===== src/sv/smd_pkg.sv =====
`default_nettype none

package smd_pkg;

  // Fixed field widths of the stream items
  localparam int POS_W    = 6;
  localparam int RAW_W    = 16;
  localparam int LENCFG_W = 7;
  localparam int DIST_W   = 40;

  localparam logic [DIST_W-1:0] DIST_MAX = '1;

  // Per-cell control, one group per tap
  typedef struct packed {
    logic load;    // write the tap's shapelet sample
    logic update;  // take the neighbor's sum plus this tap's square
    logic clear;   // zero the partial sum at end of row
  } cell_ctl_t;

endpackage

`default_nettype wire


===== src/sv/smd_cell.sv =====
`default_nettype none

module smd_cell import smd_pkg::*; #(
  parameter int SAMPLE_BITS = 16
) (
  input  wire logic                          clk,
  input  wire logic                          rst_n,
  input  wire cell_ctl_t                     ctl,
  input  wire logic signed [SAMPLE_BITS-1:0] sample_x,
  input  wire logic [DIST_W-1:0]             sum_in,
  output logic [DIST_W-1:0]                  sum_out
);

  localparam int SQ_W  = 2 * SAMPLE_BITS;
  localparam int ACC_W = ((SQ_W > DIST_W) ? SQ_W : DIST_W) + 1;

  logic signed [SAMPLE_BITS-1:0] shape_r;
  logic [DIST_W-1:0]             sum_r;
  logic [DIST_W-1:0]             sum_nxt;
  logic signed [SAMPLE_BITS:0]   diff;
  logic signed [SAMPLE_BITS:0]   diff_neg;
  logic [SAMPLE_BITS-1:0]        mag;
  logic [SQ_W-1:0]               sq;
  logic [ACC_W-1:0]              acc;

  // Square of the distance between this tap and the incoming sample
  assign diff     = {shape_r[SAMPLE_BITS-1], shape_r} - {sample_x[SAMPLE_BITS-1], sample_x};
  assign diff_neg = -diff;
  assign mag      = diff[SAMPLE_BITS] ? diff_neg[SAMPLE_BITS-1:0] : diff[SAMPLE_BITS-1:0];
  assign sq       = SQ_W'(mag) * SQ_W'(mag);

  // Add to the neighbor's partial sum, saturate at the top of the range
  assign acc = ACC_W'(sum_in) + ACC_W'(sq);

  always_comb begin
    sum_nxt = sum_r;
    if (ctl.clear) begin
      sum_nxt = '0;
    end else if (ctl.update) begin
      sum_nxt = (acc > ACC_W'(DIST_MAX)) ? DIST_MAX : acc[DIST_W-1:0];
    end
  end

  always_ff @(posedge clk) begin
    if (!rst_n) begin
      sum_r <= '0;
    end else begin
      sum_r <= sum_nxt;
    end
  end

  // Hold the shapelet sample of this tap
  always_ff @(posedge clk) begin
    if (ctl.load) begin
      shape_r <= sample_x;
    end
  end

  assign sum_out = sum_r;

endmodule

`default_nettype wire


===== config.mk =====
export PLATFORM = sky130hd
export DESIGN_NAME = smd_cell
export DESIGN_NICKNAME = d
export VERILOG_FILES = /design/src/sv/smd_pkg.sv /design/src/sv/smd_cell.sv
export SDC_FILE = /design/constraint.sdc
export NUM_CORES = 1
export LEC_CHECK = 0
export BUFFER_PORTS_ARGS = -buffer_cell sky130_fd_sc_hd__buf_4
export CELL_PAD_IN_SITES_DETAIL_PLACEMENT = 1
export CELL_PAD_IN_SITES_GLOBAL_PLACEMENT = 1
export CORE_ASPECT_RATIO = 1.75
export CORE_MARGIN = 3
export CORE_UTILIZATION = 48
export DETAILED_ROUTE_END_ITERATION = 10
export PLACE_DENSITY_LB_ADDON = 0.1
export SLEW_MARGIN = 40
export SYNTH_ARGS = -nofsm -noshare
export SYNTH_HDL_FRONTEND = slang
export SYNTH_SLANG_ARGS = --single-unit
export TNS_END_PERCENT = 20

===== constraint.sdc =====
create_clock -name clk -period 11 [get_ports clk]
set_input_delay 1.65 -clock clk [delete_from_list [all_inputs] [get_ports clk]]
set_output_delay 1.65 -clock clk [all_outputs]
set_load 0.02 [all_outputs]

==> impl_metrics.env, run 1 <==
export IMPL_cts_hold_buf=0
export IMPL_die_area_um2=26180
export IMPL_seq_area_frac_synth_pct=11.03
export IMPL_yosys_warnings=0
export IMPL_track_usage_pct=28.55
export IMPL_netlist_area_um2=11620
export IMPL_syn_inst=1325
export IMPL_slowest_stage="fa_1"
export IMPL_crit_arrival_ns=10.66
export IMPL_end_kind="flip-flop"
export IMPL_start_kind="input port"
export IMPL_finalCritPeriodShare_pct=95.02
export IMPL_clk_pin_slew_ns=0.09
export IMPL_setup_violations=0
export IMPL_synth_ff_type="dfxtp_1"
export IMPL_fill_cells=2834
export IMPL_htree_levels=2
export IMPL_synth_edf_count=16
export IMPL_rsz0062_at_grt="false"
export IMPL_min_delay_start="sum_out[28]"
export IMPL_drc=0
export IMPL_finalCriticalPeriod_ns=10.45
export IMPL_avgSynthCellArea_um2=8.768
export IMPL_startpoint="sample_x[0]"
export IMPL_slowest_delay_ns=0.57
export IMPL_grt_pass1_wl_um=57000
export IMPL_synth_nets=1703
export IMPL_place_area_um2=13020
export IMPL_drt_iter0_drc=336
export IMPL_cts_root_buf="clkbuf_16"
export IMPL_drive_gt1_share_pct=14.44
export IMPL_viasPerCell=5.454
export IMPL_worst_pin_slew_ns=0.8057
export IMPL_die_height_um=211.8
export IMPL_relSlewSlack_pct=45.90
export IMPL_crit_fanout=9
export IMPL_dpl_hpwl_um=30730
export IMPL_num_io_pins=101
export IMPL_finalInstanceArea_um2=13180
export IMPL_drv_cap=0
export IMPL_wl_met3_um=1270
export IMPL_core_um2=23610
export IMPL_wl_met1_um=12900
export IMPL_fmax_mhz=95.68
export IMPL_cts_buffers=5
export IMPL_nets=1831
export IMPL_maxSlewViolCount=0
export IMPL_top_layer="met4"
export IMPL_met2RoutedLength_um=19530
export IMPL_finalHoldViolCount=0
export IMPL_worstSetupPathType="in2reg"
export IMPL_finalClockSkew_ns=0.01415
export IMPL_num_vias=9588
export IMPL_antenna_found_initial=0
export IMPL_drtPass1Iterations=6
export IMPL_clock_path_buffers=2
export IMPL_dieWidth_um=123.6
export IMPL_hold_path_class="reg2reg"
export IMPL_grt_overflow_total=0
export IMPL_clk_latency_ns=0.32
export IMPL_grt_pass1_vias=11070
export IMPL_synthArstFlopShare_pct=0
export IMPL_fp_row_count=74
export IMPL_place_port_buffers=100
export IMPL_cpMostUsedCell="fa_1"
export IMPL_floorplan_initialDensity_pct=49.21
export IMPL_wl_um=35580
export IMPL_syn_to_final_growth_pct=13.44
export IMPL_status="finished, final reports clean"
export IMPL_finalSetupTns_ns=0
export IMPL_clock_sinks=56
export IMPL_yosysUniqueCellTypes=76
export IMPL_antenna_cells=0
export IMPL_place_congestion=0.9444
export IMPL_grt_max_degree=43
export IMPL_r2r_start="shape_r[0]"
export IMPL_cts_tree="done"
export IMPL_ys_seq_elements=56
export IMPL_wl_per_cell_um=20.24
export IMPL_antenna_left=0
export IMPL_cp_required_ns=11.21
[layout make-up]
cell class | count | area, um2 | share of cell area [%]
clock buffer | 5 | 125.1 | 0.9494
sequential | 56 | 1281 | 9.722
tap | 304 | 380.4 | 2.886
timing repair buffer | 150 | 1139 | 8.639
clock inverter | 3 | 26.28 | 0.1994
inverter | 340 | 1276 | 9.684
multi-input combinational | 900 | 8951 | 67.92
[flip-flops by register name, indices dropped and copies added, names as in the netlist]
signal	count
sum_out	40
shape_r	16
[cells by family (layout without fill, tap and decap cells)]
family          Yosys count  in the layout  synth area share [%]
simple gates            273            273                 10.85
mux                       3              3                0.2693
xor+xnor                 63             63                 5.073
fa+ha+maj               317            317                 46.68
compound gates          244            244                 14.07
buf+inv                 369            498                 12.04
flops                    56             56                 11.03
[cell usage after synthesis, drive strengths merged (4+ instances only)]
| cell type | number | area, um2 |
|---|---|---|
| inv | 337 | 1265 |
| fa | 194 | 3884 |
| ha | 123 | 1539 |
| nand2 | 101 | 396.6 |
| nor2 | 94 | 355.3 |
| a21oi | 72 | 364.1 |
| o21ai | 61 | 305.3 |
| dfxtp | 40 | 800.8 |
| xor2 | 32 | 295.3 |
| xnor2 | 31 | 294.0 |
| a21o | 25 | 187.7 |
| clkbuf | 23 | 86.33 |
| edfxtp | 16 | 480.5 |
| and3 | 12 | 75.07 |
| nor3 | 11 | 66.32 |
| o21a | 11 | 82.58 |
| nand2b | 10 | 62.56 |
| a31o | 8 | 70.07 |
| and2 | 8 | 50.05 |
| a211oi | 7 | 62.56 |
| a31oi | 7 | 43.79 |
| nor2b | 7 | 43.79 |
| buf | 6 | 36.28 |
| nand3 | 6 | 30.03 |
| nand4 | 6 | 37.54 |
| nor4 | 6 | 52.55 |
| o221a | 6 | 67.56 |
| o211ai | 5 | 37.54 |
| a211o | 4 | 35.03 |
| a221oi | 4 | 35.03 |
| o31ai | 4 | 30.03 |
[what timing repair did]
action                                  CTS  global route
endpoints found under the setup margin    0             4
resized for setup                         0             1
buffers inserted                          0             0
[routing by layer]
metal	up-vias	GRT usage, %
li1	4430	-
met1	4839	31.29
met2	227	53.86
met3	92	2.967
met4	0	12.93
met5	-	0
[cell usage in the layout, fill, tap and decap left out, types with 7 or more instances in the layout]
cell	n
ha_1	123
nor2_1	93
edfxtp_1	16
and2_1	8
inv_1	326
buf_4	149
xnor2_1	28
o21a_1	11
xor2_1	30
a31o_2	8
nor3_1	10
and3_1	12
a21o_1	25
fa_1	194
a31oi_1	7
nand2b_1	10
a21oi_1	71
o21ai_0	58
dfxtp_1	40
inv_2	11
nand2_1	96
[critical path, delay by kind of cell]
family	cells	cell delay [ns]
buf+inv	5	0.52
simple gates	3	0.73
xor+xnor	2	0.39
fa+ha+maj	9	4.27
compound gates	12	3.12
[through the flow]
step | setup slack, ns | util [%] | hold WS [ns] | instances
2_1_floorplan | 0.8417 | - | 0.5937 | 1325
3_3_place_gp | 0.3935 | 55.13 | 0.5108 | 1750
3_5_place_dp | 0.1914 | 55.13 | 0.5141 | 1750
4_1_cts | 0.5183 | 55.77 | 0.5419 | 1758
5_1_grt | 0.05833 | 55.82 | 0.5582 | 1758
6_report | 0.5480 | 55.82 | 0.5380 | 1758
[final timing paths]
| path | end | slack (ns) | cells past startpoint |
|---|---|---|---|
| max | sum_out[39] | 0.55 | 31 |
| max reg2reg | sum_out[39] | 1.63 | 31 |
| min | sum_out[28] | 0.54 | 2 |
| min reg2reg | sum_out[28] | 0.54 | 2 |
Power of run 1 is not shown: default switching activity piles up to over one toggle a cycle in this logic, so the estimate is an artifact.
==> inputs of run 2 (changes only) <==
--- a/config.mk
+++ b/config.mk
@@ -7,3 +7,2 @@
 export LEC_CHECK = 0
-export BUFFER_PORTS_ARGS = -buffer_cell sky130_fd_sc_hd__buf_4
 export CELL_PAD_IN_SITES_DETAIL_PLACEMENT = 1
@@ -12,4 +11,5 @@
 export CORE_MARGIN = 3
-export CORE_UTILIZATION = 48
+export CORE_UTILIZATION = 51
 export DETAILED_ROUTE_END_ITERATION = 10
+export DONT_BUFFER_PORTS = 1
 export PLACE_DENSITY_LB_ADDON = 0.1
==> constraint.sdc (replaced) <==
create_clock -name clk -period 11 [get_ports clk]
set_input_delay 3.3 -clock clk [delete_from_list [all_inputs] [get_ports clk]]
set_output_delay 3.3 -clock clk [all_outputs]
set_load 0.02 [all_outputs]
==> impl_metrics.env, run 2 (same netlist as run 1, synthesis figures left out) <==
export IMPL_fmax_mhz=86.85
export IMPL_num_io_pins=101
export IMPL_met2RoutedLength_um=27540
export IMPL_seqCellArea_um2=1281
export IMPL_htree_levels=2
export IMPL_startpoint="sample_x[0]"
export IMPL_viasPerCell=6.324
export IMPL_num_vias=11870
export IMPL_cts_root_buf="clkbuf_16"
export IMPL_grt_pass1_wl_um=70460
export IMPL_status="complete, but fails checks"
export IMPL_worst_pin_slew_ns=0.6049
export IMPL_cp_required_ns=11.22
export IMPL_top_layer="met4"
export IMPL_largest_register_ffs=40
export IMPL_dieWidth_um=120.1
export IMPL_hold_path_class="reg2reg"
export IMPL_maxSlewViolCount=0
export IMPL_clk_pin_slew_ns=0.09
export IMPL_wl_met3_um=4874
export IMPL_rsz0062_at_grt="true"
export IMPL_setup_violations=40
export IMPL_place_congestion=0.9305
export IMPL_slowest_delay_ns=0.55
export IMPL_finalCritPeriodShare_pct=104.7
export IMPL_relSlewSlack_pct=59.53
export IMPL_fill_cells=2511
export IMPL_core_um2=22250
export IMPL_syn_to_final_growth_pct=29.94
export IMPL_multi_input_area_um2=9729
export IMPL_wl_um=56390
export IMPL_antenna_left=0
export IMPL_start_kind="input port"
export IMPL_drtPass1Iterations=5
export IMPL_clock_sinks=56
export IMPL_clk_latency_ns=0.36
export IMPL_clock_path_buffers=2
export IMPL_setup_ws_ns=-0.5142
export IMPL_worstSetupPathType="in2reg"
export IMPL_antenna_found_initial=0
export IMPL_die_area_um2=24700
export IMPL_crit_arrival_ns=11.73
export IMPL_drt_iter0_drc=951
export IMPL_reg2reg_depth=35
export IMPL_wl_per_cell_um=30.04
export IMPL_track_usage_pct=37.60
export IMPL_finalCriticalPeriod_ns=11.51
export IMPL_r2r_start="shape_r[0]"
export IMPL_fp_row_count=72
export IMPL_finalClockSkew_ns=0.02437
export IMPL_grt_overflow_total=0
export IMPL_crit_fanout=4
export IMPL_finalHoldViolCount=0
export IMPL_finalSetupTns_ns=-14.19
export IMPL_drc=0
export IMPL_min_delay_start="sum_out[25]"
export IMPL_violations="negative setup slack"
export IMPL_die_height_um=205.7
export IMPL_drive_gt1_share_pct=29.92
export IMPL_drv_cap=0
export IMPL_grt_max_degree=43
export IMPL_cts_buffers=5
export IMPL_final_common_cell="inv_1"
export IMPL_slowest_stage="fa_1"
export IMPL_nets=1958
export IMPL_dpl_hpwl_um=34400
export IMPL_hold_path_depth=2
export IMPL_final_cell_mix="inv_1, buf_4, fa_1"
export IMPL_cts_tree="done"
export IMPL_place_port_buffers=0
export IMPL_cpMostUsedCell="fa_1"
export IMPL_antenna_cells=0
export IMPL_end_kind="flip-flop"
export IMPL_grt_pass1_vias=12950
export IMPL_wl_met1_um=17520
export IMPL_floorplan_initialDensity_pct=52.21
==> run 2: area by class of cell <==
class,count,share of cell area (%)
inverter,340,8.512
clock buffer,5,0.8288
sequential,56,8.487
tap,296,2.453
multi-input combinational,900,64.45
timing repair buffer,277,15.04
clock inverter,3,0.2238
==> run 2: through the flow <==
step | worst slack, ns | hold slack [ns] | utilization [%] | cell area [um2] | cells
floorplan | -0.005595 | 0.5937 | - | 11960 | 1325
global placement | -0.3306 | 0.6131 | 63.12 | 14040 | 1835
detailed placement | -0.6076 | 0.6244 | 63.12 | 14040 | 1835
CTS | -0.005483 | 0.6359 | 65.12 | 14490 | 1854
global route | -0.6582 | 0.6663 | 67.84 | 15100 | 1877
finish | -0.5142 | 0.6462 | 67.84 | 15100 | 1877
==> run 2: what timing repair did <==
action,CTS,global route
setup endpoints to repair,40,40
hold buffers,0,0
buffers inserted,10,22
cloned,1,1
gates resized for setup,47,100
pin swaps,41,52
==> run 2: routing by layer <==
metal | vias to the layer above | track usage [%]
met5 | - | 0
met4 | 0 | 25.03
met3 | 466 | 6.491
met2 | 861 | 70.45
met1 | 5852 | 37.34
li1 | 4691 | -
==> run 2: final timing paths <==
kind	to	slack, ns
setup reg to reg	sum_out[33]	2.01
hold / removal	sum_out[25]	0.65
setup / recovery	sum_out[33]	-0.51
hold reg to reg	sum_out[25]	0.65
==> run 2: worst max-delay path, delay by kind of cell <==
| kind | cells | cell delay (ns) |
|---|---|---|
| XOR/XNOR | 1 | 0.31 |
| adder cells (fa/ha/maj) | 9 | 3.88 |
| AO/OA/AOI/OAI | 13 | 2.87 |
| buffers and inverters | 9 | 1.04 |
| AND/OR/NAND/NOR | 2 | 0.29 |
Power of run 2 is left out for the same reason.
